===== src/hdl/brlm_pkg.sv =====
`default_nettype none
// ----------------------------------------------------------------------------
// brlm_pkg
// Shared constants and types of the block RMS level meter.
// ----------------------------------------------------------------------------
package brlm_pkg;

  localparam int unsigned LevelW = 16;
  localparam int unsigned CoefW  = 16;
  localparam int unsigned SumW   = 42;
  localparam int unsigned CfgIdxW = 3;

  localparam logic [CfgIdxW-1:0] RegDryAttack  = 3'd0;
  localparam logic [CfgIdxW-1:0] RegDryRelease = 3'd1;
  localparam logic [CfgIdxW-1:0] RegWetAttack  = 3'd2;
  localparam logic [CfgIdxW-1:0] RegWetRelease = 3'd3;
  localparam logic [CfgIdxW-1:0] RegBlendStep  = 3'd4;

  localparam logic [15:0] ResetDryAttack  = 16'd22938;
  localparam logic [15:0] ResetDryRelease = 16'd52429;
  localparam logic [15:0] ResetWetAttack  = 16'd7864;
  localparam logic [15:0] ResetWetRelease = 16'd60293;
  localparam logic [15:0] ResetBlendStep  = 16'd3932;

  localparam logic [16:0] OneQ14   = 17'd16384;
  localparam logic [15:0] Log10Q16 = 16'd19728;
  localparam logic [15:0] WKeep    = 16'd58982;
  localparam logic [15:0] WNew     = 16'd6554;
  localparam logic [15:0] ScaleMin = 16'd3277;
  localparam logic [15:0] ScaleMax = 16'd24576;

  // Datapath operations sequenced by the controller.
  typedef enum logic [4:0] {
    OpNone, OpDivInit, OpDivStep, OpSqrtInit, OpSqrtStep, OpLogInit, OpLogStep,
    OpLogFinish, OpFollow, OpPeak, OpAct, OpFrzInit, OpFrzStep, OpFrzClamp,
    OpBlend, OpInterp, OpScale, OpPeak2, OpFinish
  } op_e;

  typedef struct packed {
    op_e  op;
    logic chan;   // 0 dry, 1 wet
  } cmd_t;

  typedef struct packed {
    logic frz_edge;
    logic frz_on;
  } stat_t;

  // Rounded weighted blend: (a*wa + b*wb + half) >> 16.
  function automatic logic [15:0] blend16(input logic [15:0] a, input logic [16:0] wa,
                                          input logic [15:0] b, input logic [16:0] wb);
    logic [33:0] s;
    s = 34'(a) * 34'(wa) + 34'(b) * 34'(wb) + 34'd32768;
    return s[31:16];
  endfunction

endpackage
`default_nettype wire


===== src/hdl/brlm_ctrl.sv =====
`default_nettype none
// ----------------------------------------------------------------------------
// brlm_ctrl
// Sequencer for the per-block level computation.
// ----------------------------------------------------------------------------
module brlm_ctrl (
  input  wire logic           clk_i,
  input  wire logic           rst_ni,
  input  wire logic           start_i,
  input  wire logic           hold_i,
  input  brlm_pkg::stat_t     stat_i,
  output brlm_pkg::cmd_t      cmd_o,
  output logic                busy_o
);
  import brlm_pkg::*;

  typedef enum logic [4:0] {
    SIdle, SDivI, SDiv, SSqrtI, SSqrt, SLogI, SLog, SLogF, SFol, SPeak, SAct,
    SFrzI, SFrz, SFrzC, SBlend, SInterp, SScale, SPeak2, SWait, SFin
  } state_e;

  state_e     state_q;
  logic       chan_q;
  logic [5:0] cnt_q;

  // Iteration counts: 42 divide steps, 16 root steps, 14 log steps,
  // 31 freeze-divide steps. The result is written only once the output
  // register is free.
  always_ff @(posedge clk_i or negedge rst_ni) begin
    if (!rst_ni) begin
      state_q <= SIdle;
      chan_q  <= 1'b0;
      cnt_q   <= '0;
    end else begin
      unique case (state_q)
        SIdle:   if (start_i) begin state_q <= SDivI; chan_q <= 1'b0; end
        SDivI:   begin state_q <= SDiv; cnt_q <= 6'd41; end
        SDiv:    if (cnt_q == 6'd0) state_q <= SSqrtI; else cnt_q <= cnt_q - 6'd1;
        SSqrtI:  begin state_q <= SSqrt; cnt_q <= 6'd15; end
        SSqrt:   if (cnt_q == 6'd0) state_q <= SLogI; else cnt_q <= cnt_q - 6'd1;
        SLogI:   begin state_q <= SLog; cnt_q <= 6'd13; end
        SLog:    if (cnt_q == 6'd0) state_q <= SLogF; else cnt_q <= cnt_q - 6'd1;
        SLogF:   state_q <= SFol;
        SFol:    if (chan_q) state_q <= SPeak; else begin
                   chan_q <= 1'b1; state_q <= SDivI;
                 end
        SPeak:   state_q <= SAct;
        SAct:    if (!stat_i.frz_on) state_q <= SWait;
                 else if (stat_i.frz_edge) state_q <= SFrzI;
                 else state_q <= SBlend;
        SFrzI:   begin state_q <= SFrz; cnt_q <= 6'd30; end
        SFrz:    if (cnt_q == 6'd0) state_q <= SFrzC; else cnt_q <= cnt_q - 6'd1;
        SFrzC:   state_q <= SBlend;
        SBlend:  state_q <= SInterp;
        SInterp: state_q <= SScale;
        SScale:  state_q <= SPeak2;
        SPeak2:  state_q <= SWait;
        SWait:   if (!hold_i) state_q <= SFin;
        SFin:    state_q <= SIdle;
        default: state_q <= SIdle;
      endcase
    end
  end

  always_comb begin
    cmd_o.chan = chan_q;
    unique case (state_q)
      SDivI:   cmd_o.op = OpDivInit;
      SDiv:    cmd_o.op = OpDivStep;
      SSqrtI:  cmd_o.op = OpSqrtInit;
      SSqrt:   cmd_o.op = OpSqrtStep;
      SLogI:   cmd_o.op = OpLogInit;
      SLog:    cmd_o.op = OpLogStep;
      SLogF:   cmd_o.op = OpLogFinish;
      SFol:    cmd_o.op = OpFollow;
      SPeak:   cmd_o.op = OpPeak;
      SAct:    cmd_o.op = OpAct;
      SFrzI:   cmd_o.op = OpFrzInit;
      SFrz:    cmd_o.op = OpFrzStep;
      SFrzC:   cmd_o.op = OpFrzClamp;
      SBlend:  cmd_o.op = OpBlend;
      SInterp: cmd_o.op = OpInterp;
      SScale:  cmd_o.op = OpScale;
      SPeak2:  cmd_o.op = OpPeak2;
      SWait:   cmd_o.op = OpNone;
      SFin:    cmd_o.op = OpFinish;
      default: cmd_o.op = OpNone;
    endcase
  end

  assign busy_o = (state_q != SIdle);
endmodule
`default_nettype wire


===== config.mk =====
export PLATFORM = sky130hd
export DESIGN_NAME = brlm_ctrl
export DESIGN_NICKNAME = d
export VERILOG_FILES = /design/src/hdl/brlm_pkg.sv /design/src/hdl/brlm_ctrl.sv
export SDC_FILE = /design/constraint.sdc
export NUM_CORES = 1
export LEC_CHECK = 0
export ABC_AREA = 1
export BUFFER_PORTS_ARGS = -buffer_cell sky130_fd_sc_hd__buf_4
export CAP_MARGIN = 20
export CORE_MARGIN = 4
export CORE_UTILIZATION = 56
export DETAILED_ROUTE_END_ITERATION = 10
export PLACE_DENSITY = 0.74
export SKIP_LAST_GASP = 1
export SYNTH_ARGS = -nofsm -noshare
export SYNTH_HDL_FRONTEND = slang
export SYNTH_SLANG_ARGS = --single-unit

===== constraint.sdc =====
create_clock -name clk_i -period 1.9 [get_ports clk_i]
set_clock_uncertainty 0.05 [all_clocks]
set_input_delay 0.19 -clock clk_i [delete_from_list [all_inputs] [get_ports clk_i]]
set_output_delay 0.19 -clock clk_i [all_outputs]
set_load 0.01 [all_outputs]

Word level (Yosys, flattened, before mapping)
Memory sizes are Yosys's and may differ from the RTL's.
Index checks and enable logic that the tools add are counted.
{"block": "classes", "eq_ne": 25, "muxes": 14, "n_reduce_logical": 9, "n_addsub": 1}
{"cell": "one-hot mux 5 bit (19 select lines)", "count": 1}
{"cell": "equality test 5 x 4 -> 1 bit, second input constant", "count": 8}
{"cell": "two-way mux 5 bit", "count": 7}
{"cell": "one-hot mux 6 bit (5 select lines)", "count": 1}
{"cell": "equality test 5 x 3 -> 1 bit, second input constant", "count": 4}
{"cell": "equality test 5 bit, second input constant", "count": 3}
{"cell": "inequality test 2 bit, second input constant", "count": 7}
{"cell": "equality test 5 x 2 -> 1 bit, second input constant", "count": 2}
{"cell": "nonzero test 5 bit", "count": 2}
{"cell": "logical NOT 6 bit", "count": 1}
{"cell": "two-way mux 6 bit", "count": 1}
{"cell": "AND reduction 6 bit", "count": 1}
{"cell": "subtractor 6 x 1 -> 6 bit, second input constant", "count": 1}
{"cell": "equality test 5 x 1 -> 1 bit, second input constant", "count": 1}
{"cell": "logical NOT 5 bit", "count": 1}
{"cell": "two-way mux 4 bit", "count": 1}
{"cell": "AND reduction 2 bit", "count": 2}
{"cell": "OR reduction 4 bit", "count": 1}
{"cell": "two-way mux 3 bit", "count": 1}
{"cell": "one-hot mux 1 bit (2 select lines)", "count": 1}
{"cell": "nonzero test 2 bit", "count": 1}
{"cell": "two-way mux 1 bit", "count": 1}
{"block": "word_totals", "reg_bits": 12, "memories": 1, "wordCells": 53, "output_inout_bits": 7, "rom_bits": 160}
{"name": "(no name shown)", "words": 32, "width": 5, "read_ports": 1, "rd_clocked_by_memory_dff": 0, "write_ports": 0, "line": "brlm_ctrl.sv:67", "rtl": "unique case (state_q)"}

Depth between registers and ports, before layout
Gate-level depths: netlist (run 1).
{"block": "logic_depth", "word_depth": 4, "depth_mapped": 10, "depth_no_buf": 10}

Worst setup path after synthesis (run 1)
OpenSTA, ideal clock, no wires.
{"block": "synth_path", "path_type": "register -> register", "start": "reg cnt_q[0]", "end": "reg cnt_q[0]", "stages_incl_launch_ff": 10, "path_buffers": 0, "slack_ps": 496, "arrival_ps": 1238, "setup_time_ps": 116, "cell_sequence": "dfrtp_1 -> inv_1 -> ha_1 -> nand2_1 -> nor2_1 -> nand3_1 -> nand2_4 -> nand2_4 -> nand2_1 -> nand2_1"}
{"block": "synth_between", "elab_chain_len": 3, "elab_cells_between_ends": 6}
{"element": "start: declaration", "line": "brlm_ctrl.sv:24", "rtl": "logic [5:0] cnt_q;"}
{"element": "start signal: assignment", "line": "brlm_ctrl.sv:38", "rtl": "SDiv: if (cnt_q == 6'd0) state_q <= SSqrtI; else cnt_q <= cnt_q - 6'd1;"}
{"element": "start signal: assignment", "line": "brlm_ctrl.sv:40", "rtl": "SSqrt: if (cnt_q == 6'd0) state_q <= SLogI; else cnt_q <= cnt_q - 6'd1;"}
{"element": "start signal: assignment", "line": "brlm_ctrl.sv:42", "rtl": "SLog: if (cnt_q == 6'd0) state_q <= SLogF; else cnt_q <= cnt_q - 6'd1;"}
{"element": "subtractor 6 x 1 -> 6 bit / logical NOT 6 bit (equally long branches)"}
{"element": "two-way mux 6 bit / inequality test 2 bit (equally long branches)"}
{"element": "one-hot mux 6 bit (5 select lines) / AND reduction 2 bit (equally long branches)"}
Parallel ways exist; a longest one is shown, timed or not. The select of a mux whose other input is x is not followed.
A chain may end at the register's enable or synchronous reset.

==> impl_results.md, run 1 <==
- Number of synthesized register bits: 12
- Period utilization: between 80 and 90%
- Final setup viols: 0
- Hold Path Class: input port to register
- CTS tree: built
- Hold_buf cts: 1
- Pre-CTS setup slack: around 0.33 ns
- PnR worst setup slack: ~0.24 ns
- Critical Path RT: roughly 1.7 ns
- Remaining routing DRC violations: 0
- Area Growth Syn to Fin: 15.1%
- Initial antenna violation count: 0
- Sequential area share after synthesis: just over 30%
- Metal3 WL: between 200 and 250 um
- Full die area: 0.00249 mm2
- Starting density of the core: 62.4%
- VDD IR max: ~0.97 mV
- Worst Setup SP: state_q[3]$_DFFE_PN0P_
- RSZ-0062 raised after global routing: false
- Cell row count: 14
- Setup TNS: 0 ns
- Net count, final: 175
- Via-to-Cell Ratio: about 5.5
- Clk root buf: clkbuf_4
- Synth Cell Area: ~980 um2
- Crit-path max FO: 7
- Antenna diodes: 0
- PD cells: ~1900 mW/mm2
- Max Fclk: ~0.6 GHz
- Vias: 999
- Total wire length: roughly 2300 um
- CTS clk-pin slew, worst paths: around 0.080 ns
- Worst Max-Slew Pin Slew: about 0.40 ns
- Overflow left after global routing: 0
- Post-synthesis cell count: about 150
- DR top layer: met4
- CP startpoint kind: register
- Final HPWL DP: roughly 1800 um
- Setup bufs post-CTS: 0
- Mapped Nets: ~160
- Clk Latency, worst-skew pair: approximately 0.27 ns
- Met2 WL: between 900 and 1000 um
- Synth warnings: 0
- Vias in the first global route: 918
- Outcome: finished, final reports clean
- Clk buf depth: 2
- Final hold vios: 0
- Max cap viols: 0
- Met1 wire length: between 1000 and 1500 um
- FF-to-FF Start: cnt_q[0]$_DFFE_PN0P_
- All-Layer GR Usage: between 20% and 30%
- Slew Limit Fails: 0
- WP data arrival: 1.42 ns
- Post-cts sizing count: 0
- DR WL/cell: between 10 and 15 um
- Antenna viol nets, final: 0
- Global-route wire length before repair: approximately 3900 um
- Slew margin rel.: about three quarters
- Width of the die: about 50 um
- I/O pins: 13
- Leak pwr: about 0.66 nW
- Library cells used by synthesis: 22
- DRT iter0 DRCs: 52
- Die Span Y: approximately 50 um
- CTS buffer count: 3
- Min-delay src: stat_i[1]
- CP Capture Type: primary output
- Largest net degree at the start of global routing: 13
- First-pass DRT Iterations: 4
- Syn_area_per_cell: around 6.5 um2
- Input/output buffers: 12
- Crit Path Category: register to primary output
- CTS sink count: 12
- Layout cells sized above 1: between 20% and 30%
- Final worst path period need: 1.66 ns
- CTS H-tree lvls: 1
- Core ar.: between 0.0015 and 0.002 mm2
- GPL Wtd Cong: around 0.87
-- registers in the layout, indices dropped and copies added (netlist names) --
signal,cells
cnt_q,6
state_q,5
chan_q,1
-- final timing paths --
path / depth (start not counted) / slack, ns / endpoint
worst max-delay path: 5 / 0.24 / cmd_o[2]
worst min-delay path: 2 / 0.09 / state_q[2]$_DFFE_PN0P_
worst max register to register: 9 / 0.33 / cnt_q[0]$_DFFE_PN0P_
worst min register to register: 2 / 0.47 / cnt_q[0]$_DFFE_PN0P_
max in group asynchronous: 2 / 1.39 / cnt_q[0]$_DFFE_PN0P_
min in group asynchronous: 2 / 0.26 / chan_q$_DFFE_PN0P_
-- power breakdown --
| group | switching, W | internal (W) |
|---|---|---|
| sequential | 0.000149 | 0.000372 |
| combinational | 0.000906 | 0.000536 |
| clock | 0.0000874 | 0.000116 |
-- layout by cell type (no fill, tap or decap), types with 2 or more instances in the layout --
master and n:
a21oi_1 2, buf_4 14, clkbuf_4 3, dfrtp_1 12
inv_1 16, inv_2 4, nand2_1 52, nand2_2 2
nand2_4 3, nand3_1 17, nand3_4 2, nand4_1 2
nor2_1 17, nor2_2 4, nor2_4 2, o21ai_0 5
xor2_1 2
-- synth_stat cells --
cell / instances / area share (%)
nor2_2: 4 / 2.5
nand3_2: 1 / 1.0
o21ai_1: 1 / 0.51
o22ai_1: 1 / 0.64
nand4_1: 2 / 1.3
nor2_4: 2 / 2.3
dfrtp_1: 12 / 31
ha_1: 1 / 1.3
nand2_2: 2 / 1.3
nand3_4: 2 / 3.6
o21ai_0: 5 / 2.5
inv_1: 16 / 6.1
nor3_1: 1 / 0.51
a21oi_1: 2 / 1.0
nand3_1: 17 / 8.7
xor2_1: 2 / 1.8
buf_4: 3 / 2.3
nand2_1: 52 / 20
o221ai_1: 1 / 0.89
inv_2: 4 / 1.5
nand2_4: 3 / 3.4
nor2_1: 17 / 6.5
-- worst max-delay path, stage by stage, from the launching register on --
cell     delay [ns]
dfrtp_1        0.44
nor2_1         0.17
buf_4          0.18
inv_1          0.05
o21ai_0        0.16
buf_4          0.15
-- layer usage --
| layer | up-vias | GRT usage [%] |
|---|---|---|
| met5 | - | 0 |
| met4 | 0 | 4.15 |
| met3 | 2 | 2.71 |
| met2 | 54 | 31.3 |
| met1 | 439 | 29.3 |
| li1 | 504 | - |
-- metrics by stage --
stage               instances  area (um2)  utilization [%]  hold WS, ns  power (W)
floorplan                 151         983                -       -0.156    0.00158
global placement          178        1090             68.9      -0.0148    0.00193
detailed placement        178        1090             68.9      -0.0139    0.00195
CTS                       183        1130             71.8       0.0891    0.00215
global route              183        1130             71.8       0.0850    0.00239
finish                    183        1130             71.8       0.0928    0.00217
-- cell families after synthesis --
family | after synthesis | synth area share (%)
compound gates | 10 | 5.60
xor+xnor | 2 | 1.78
fa+ha+maj | 1 | 1.27
buf+inv | 23 | 9.92
flops | 12 | 30.5
simple gates | 103 | 50.9
-- final cells by class --
cell class | count | area [um2]
Inverter | 20 | 75.1
Multi-Input combinational cell | 116 | 586
Sequential cell | 12 | 300
Timing Repair Buffer | 15 | 115
Clock buffer | 4 | 36.3
Tap cell | 16 | 20.0
Fill cell | 131 | 444
Power figures use the tool's default switching activity.
==> run 2, diff against run 1 <==
--- a/config.mk
+++ b/config.mk
@@ -11,7 +11,7 @@
 export CORE_MARGIN = 4
 export CORE_UTILIZATION = 56
 export DETAILED_ROUTE_END_ITERATION = 10
-export PLACE_DENSITY = 0.74
+export PLACE_DENSITY = 0.85
 export SKIP_LAST_GASP = 1
 export SYNTH_ARGS = -nofsm -noshare
 export SYNTH_HDL_FRONTEND = slang
==> run 2 against run 1 <==
Effect of this change: worst hold slack worse by 0.034 ns; via count down 1.3%; highest routed layer unchanged; largest cell class unchanged; utilization down 0.32 points; count of clock-buffer cells in the layout unchanged; cell count down 0.55%; critical path type unchanged.
==> impl_results.md, run 2 (same netlist as run 1, synthesis figures left out) <==
- Outcome: finished, final reports clean
- Sequential power share: 23.7% (-0.3 points)
- Cell row count: 14 (unchanged)
- Via-to-Cell Ratio: 5.42 (-0.76%)
- Largest regs: cnt_q: 6 flops, state_q: 5 flops, chan_q: 1 flops
- Clk root buf: clkbuf_4
- Min-delay src: stat_i[1]
- Initial antenna violation count: 0 (unchanged)
- Final worst path period need: 1.73 ns (+0.0685 ns)
- Full die area: 0.00249 mm2 (unchanged)
- Most used routing layer: met2
- Remaining routing DRC violations: 0 (unchanged)
- CTS sink count: 12 (unchanged)
- Comb pwr share: 66.5% (about the same)
- CTS H-tree lvls: 1 (unchanged)
- RSZ-0062 raised after global routing: false
- Largest net degree at the start of global routing: 13 (unchanged)
- Hold Path Class: input port to register
- Clk Latency, worst-skew pair: 0.28 ns (about the same)
- Switching share of total power: 53.4% (+0.63 points)
- Width of the die: 49.9 um (unchanged)
- Int Power: 0.00101 W (-1.3%)
- Leak pwr: 0.656 nW (-0.63%)
- Final setup viols: 0 (unchanged)
- Crit Path Category: register to primary output
- DR WL/cell: 12.2 um (-0.84%)
- Area Growth Syn to Fin: 14.6%
- Overflow left after global routing: 0 (unchanged)
- CP Capture Type: primary output
- FF-to-FF Start: cnt_q[0]$_DFFE_PN0P_
- Vias in the first global route: 869 (-5.3%)
- Layout cells sized above 1: 21.7% (+0.13 points)
- Reg with most FFs: cnt_q
- WP data arrival: 1.49 ns (+0.07 ns)
- CTS tree: built
- Met2 Use GR: 29.7% (-1.5 points)
- GPL Wtd Cong: 0.921 (+6.0%)
- PD cells: 1920 mW/mm2 (+0.48%)
- Max Fclk: 0.579 GHz (-4.0%)
- Final HPWL DP: 1710 um (-2.9%)
- M1 GR Usage: 26.5% (-2.9 points)
- Critical Path RT: 1.66 ns (about the same)
- Clk buf depth: 2 (unchanged)
- Worst hold path endpoint: state_q[2]$_DFFE_PN0P_
- Storage element area: 300 um2 (unchanged)
- Net count, final: 174 (-0.57%)
- Slew Limit Fails: 0 (unchanged)
- Period utilization: 90.9% (+3.6 points)
- Worst Max-Slew Pin Slew: 0.375 ns (-0.0249 ns)
- R2r worst-path depth: 9 (unchanged)
- Commonest non-fill, non-tap cell in the layout: nand2_1
- Max cap viols: 0 (unchanged)
- Setup TNS: 0 ns (unchanged)
- Crit-path max FO: 9 (+2)
- Slew margin rel.: 75.0% (+1.7 points)
- Clock share of power: 9.7% (+0.3 points)
- Hold depth: 2 (unchanged)
- Max reg flops: 6 (unchanged)
- FF-to-FF End: cnt_q[1]$_DFFE_PN0P_
- Global-route wire length before repair: 3710 um (-5.8%)
- Vias: 986 (-1.3%)
- VDD IR max: 1.24 mV (+28%)
- All-Layer GR Usage: 19.2% (-0.90 points)
- Input/output buffers: 12 (unchanged)
- Die Span Y: 49.9 um (unchanged)
- Global-route met3 utilization: 3.01% (+0.30 points)
- Final hold vios: 0 (unchanged)
- DRT iter0 DRCs: 67 (+29%)
- CTS clk-pin slew, worst paths: 0.08 ns (about the same)
- Core ar.: 0.00158 mm2 (unchanged)
- Overall Power: 0.00217 W (about the same)
- Starting density of the core: 62.4% (unchanged)
- I/O pins: 13 (unchanged)
- CTS buffer count: 3 (unchanged)
- Antenna diodes: 0 (unchanged)
- Antenna viol nets, final: 0 (unchanged)
- Total wire length: 2220 um (-1.4%)
- NetSw: 0.00116 W (+1.2%)
- Filler cells: 115 (-12%)
- Setup slack, reg-to-reg: 0.31 ns (-0.02 ns)
- Area occupied by multi-input gates: 588 um2 (+0.43%)
- Most frequent cells in the layout: nand2_1, nand3_1, inv_1, nor2_1, buf_4
- CP startpoint kind: register
- Worst Setup SP: state_q[2]$_DFFE_PN0P_
- First-pass DRT Iterations: 4 (unchanged)
[run 2: cell type report]
cell class                      instances  area share [%]
Sequential cell                        12            26.6
Multi-Input combinational cell        116            52.2
Inverter                               20            6.66
Clock buffer                            4            3.22
Tap cell                               16            1.78
Timing Repair Buffer                   14            9.54
[run 2: worst max-delay path by stage]
stage	end	depth (start not counted)
after floorplan	cnt_q[0]$_DFFE_PN0P_	9
after global placement	cnt_q[0]$_DFFE_PN0P_	9
after detailed placement	cnt_q[5]$_DFFE_PN0P_	9
after CTS	cmd_o[2]	5
after global routing	busy_o	5
final	cmd_o[2]	5
[run 2: metal layers]
metal  vias to the layer above  routed length, um
met5                         -                  0
met4                         0                 25
met3                         4                197
met2                        49               1040
met1                       433                958
li1                        500                  -
[run 2: power by group through the flow]
stage	sequential (W)	combinational (W)	clock (W)
global placement	0.000507	0.00139	0
floorplan	0.000473	0.00111	0
detailed placement	0.000513	0.00141	0
CTS	0.000507	0.00143	0.000214
global route	0.000531	0.00162	0.000227
finish	0.000514	0.00144	0.000211
[run 2: what timing repair did]
action / 4_1_cts / 5_1_grt
endpoints found under the setup margin: 0 / 1
gates resized for setup: 0 / 1
setup buffers: 0 / 0
hold buffers: 1 / 0
endpoints found under the hold margin: 12 / 0
[run 2: metrics by stage]
step	instance area, um2	hold WS, ns	utilization [%]	setup slack, ns	instances
after floorplan	983	-0.156	-	0.496	151
after global placement	1080	-0.0112	68.4	0.374	177
after detailed placement	1080	-0.0112	68.4	0.364	177
after CTS	1120	0.0573	71.3	0.116	182
after global routing	1130	0.0791	71.5	0.0775	182
final	1130	0.0586	71.5	0.173	182
[run 2: critical path, stage by stage (launching register included)]
cell and delay (ns):
dfrtp_1 0.44, nor2_2 0.23, buf_4 0.20, inv_1 0.05, o21ai_0 0.14, buf_4 0.14
==> run 3, diff against run 2 <==
--- a/config.mk
+++ b/config.mk
@@ -9,9 +9,10 @@
 export BUFFER_PORTS_ARGS = -buffer_cell sky130_fd_sc_hd__buf_4
 export CAP_MARGIN = 20
 export CORE_MARGIN = 4
-export CORE_UTILIZATION = 56
+export CORE_UTILIZATION = 59
+export CTS_BUF_LIST = sky130_fd_sc_hd__clkbuf_4
 export DETAILED_ROUTE_END_ITERATION = 10
-export PLACE_DENSITY = 0.85
+export PLACE_DENSITY = 0.88
 export SKIP_LAST_GASP = 1
 export SYNTH_ARGS = -nofsm -noshare
 export SYNTH_HDL_FRONTEND = slang
==> run 3 against run 2 <==
Effect of this change: count of clock-buffer cells in the layout fell by 1; register-to-register slack better by 0.03 ns; critical path depth did not move; cell count down 0.55%; critical path type unchanged; critical endpoint unchanged; largest cell class unchanged; largest power group unchanged.
==> impl_results.md, run 3 (same netlist as run 1, synthesis figures left out) <==
- Outcome: finished, final reports clean
- DR WL/cell: 12.1 um (-0.35%)
- Vias: 1005 (+1.9%)
- PD cells: 1900 mW/mm2 (-1.2%)
- Width of the die: 48.8 um (-2.2%)
- Slew margin rel.: 74.0% (-1.0 points)
- Area Growth Syn to Fin: 13.0%
- Global-route wire length before repair: 3660 um (-1.3%)
- Input/output buffers: 12 (unchanged)
- Starting density of the core: 63.8% (+1.4 points)
- GPL Wtd Cong: 0.906 (-1.7%)
- Commonest non-fill, non-tap cell in the layout: nand2_1
- Most frequent cells in the layout: nand2_1, nor2_1, nand3_1
- Crit-path max FO: 10 (+1)
- Layout Utilization: 72.1% (+0.57 points)
- Remaining routing DRC violations: 0 (unchanged)
- I/O pins: 13 (unchanged)
- Worst Max-Slew Pin Slew: 0.390 ns (+0.0149 ns)
- Crit Path Category: register to primary output
- Via-to-Cell Ratio: 5.55 (+2.5%)
- Clk Latency, worst-skew pair: 0.28 ns (about the same)
- CP Capture Type: primary output
- All-Layer GR Usage: 19.4% (+0.27 points)
- Overflow left after global routing: 0 (unchanged)
- Hold Path Class: input port to register
- Final HPWL DP: 1760 um (+3.0%)
- Final cell count without fillers: 181 (-0.55%)
- CTS tree: built
- Final setup viols: 0 (unchanged)
- Filler cells: 131 (+14%)
- Worst Setup SP: state_q[3]$_DFFE_PN0P_
- Cell row count: 14 (unchanged)
- Max Fclk: 0.600 GHz (+3.6%)
- Core ar.: 0.00154 mm2 (-2.2%)
- Min-delay src: stat_i[1]
- CTS clk-pin slew, worst paths: 0.07 ns (about the same)
- CTS sink count: 12 (unchanged)
- CTS H-tree lvls: 1 (unchanged)
- Max cap viols: 0 (unchanged)
- Hold_buf cts: 1 (unchanged)
- Net count, final: 174 (unchanged)
- Largest regs: cnt_q: 6 flops, state_q: 5 flops, chan_q: 1 flops
- Setup slack, reg-to-reg: 0.34 ns (+0.03 ns)
- Max reg flops: 6 (unchanged)
- WP data arrival: 1.43 ns (-0.06 ns)
- Antenna diodes: 0 (unchanged)
- Leak pwr: 0.648 nW (-1.2%)
- Clk buf depth: 2 (unchanged)
- CP startpoint kind: register
- Die Span Y: 48.8 um (-2.2%)
- FF-to-FF Start: cnt_q[0]$_DFFE_PN0P_
- Layout cells sized above 1: 20.6% (-1.1 points)
- Final worst path period need: 1.67 ns (-0.0606 ns)
- PnR worst setup slack: 0.233 ns (+0.0606 ns)
- Clk root buf: clkbuf_4
- Total wire length: 2200 um (-0.90%)
- Area occupied by multi-input gates: 586 um2 (-0.43%)
- Storage element area: 300 um2 (unchanged)
- Reg with most FFs: cnt_q
- DRT iter0 DRCs: 39 (-42%)
- Vias in the first global route: 842 (-3.1%)
- Slew Limit Fails: 0 (unchanged)
- Largest net degree at the start of global routing: 13 (unchanged)
- First-pass DRT Iterations: 4 (unchanged)
- Initial antenna violation count: 0 (unchanged)
- Setup bufs post-CTS: 0 (unchanged)
- Post-cts sizing count: 0 (unchanged)
- VDD IR max: 1.06 mV (-14%)
- Setup TNS: 0 ns (unchanged)
- Critical Path RT: 1.66 ns (about the same)
- WHS: 0.0703 ns (+0.0117 ns)
- Final hold vios: 0 (unchanged)
- RSZ-0062 raised after global routing: false
- Antenna viol nets, final: 0 (unchanged)
- Inst Count DP: 177 (unchanged)
- Pre-CTS setup slack: 0.341 ns (-0.0226 ns)
- Period utilization: 87.7% (-3.2 points)
- Full die area: 0.00238 mm2 (-4.3%)
- CTS buffer count: 3 (unchanged)
==> run 3: stage by stage <==
stage / area, um2 / total power, W
floorplan: 983 / 0.00158
global placement: 1080 / 0.00189
detailed placement: 1080 / 0.00194
CTS: 1110 / 0.00211
global route: 1110 / 0.00234
finish: 1110 / 0.00211
==> run 3: area by class of cell <==
type | count | area share, %
multi-input combinational | 116 | 52.7
sequential | 12 | 27.0
timing repair buffer | 14 | 9.68
clock buffer | 3 | 2.03
inverter | 20 | 6.76
tap | 16 | 1.80
==> run 3: power by group <==
| part | switching, W | internal, W | leakage (nW) |
|---|---|---|---|
| Sequential | 0.000146 | 0.000372 | 0.153 |
| Clock | 0.0000814 | 0.0000735 | 0.0138 |
| Combinational | 0.000918 | 0.000520 | 0.481 |
| Total | 0.00114 | 0.000965 | 0.648 |
==> run 3: final timing paths <==
| kind | to | depth (start not counted) |
|---|---|---|
| min in group asynchronous | state_q[4]$_DFFE_PN0P_ | 2 |
| worst max-delay path | cmd_o[2] | 5 |
| worst min register to register | cnt_q[0]$_DFFE_PN0P_ | 2 |
| max in group asynchronous | cnt_q[3]$_DFFE_PN0P_ | 2 |
| worst max register to register | cnt_q[0]$_DFFE_PN0P_ | 9 |
| worst min-delay path | state_q[2]$_DFFE_PN0P_ | 2 |
==> run 3: critical path, stage by stage, from the launching register on <==
cell and delay, ns:
dfrtp_1 0.45, nor2_1 0.15, buf_4 0.20, inv_1 0.06, o21ai_0 0.15, buf_4 0.15
==> run 3: per-layer routing <==
| metal | track usage [%] | vias up | share of wire (%) |
|---|---|---|---|
| met3 | 0.917 | 7 | 9.0 |
| li1 | - | 506 | - |
| met1 | 28.8 | 439 | 45 |
| met5 | 0 | - | 0 |
| met4 | 9.42 | 0 | 2.1 |
| met2 | 28.7 | 53 | 44 |
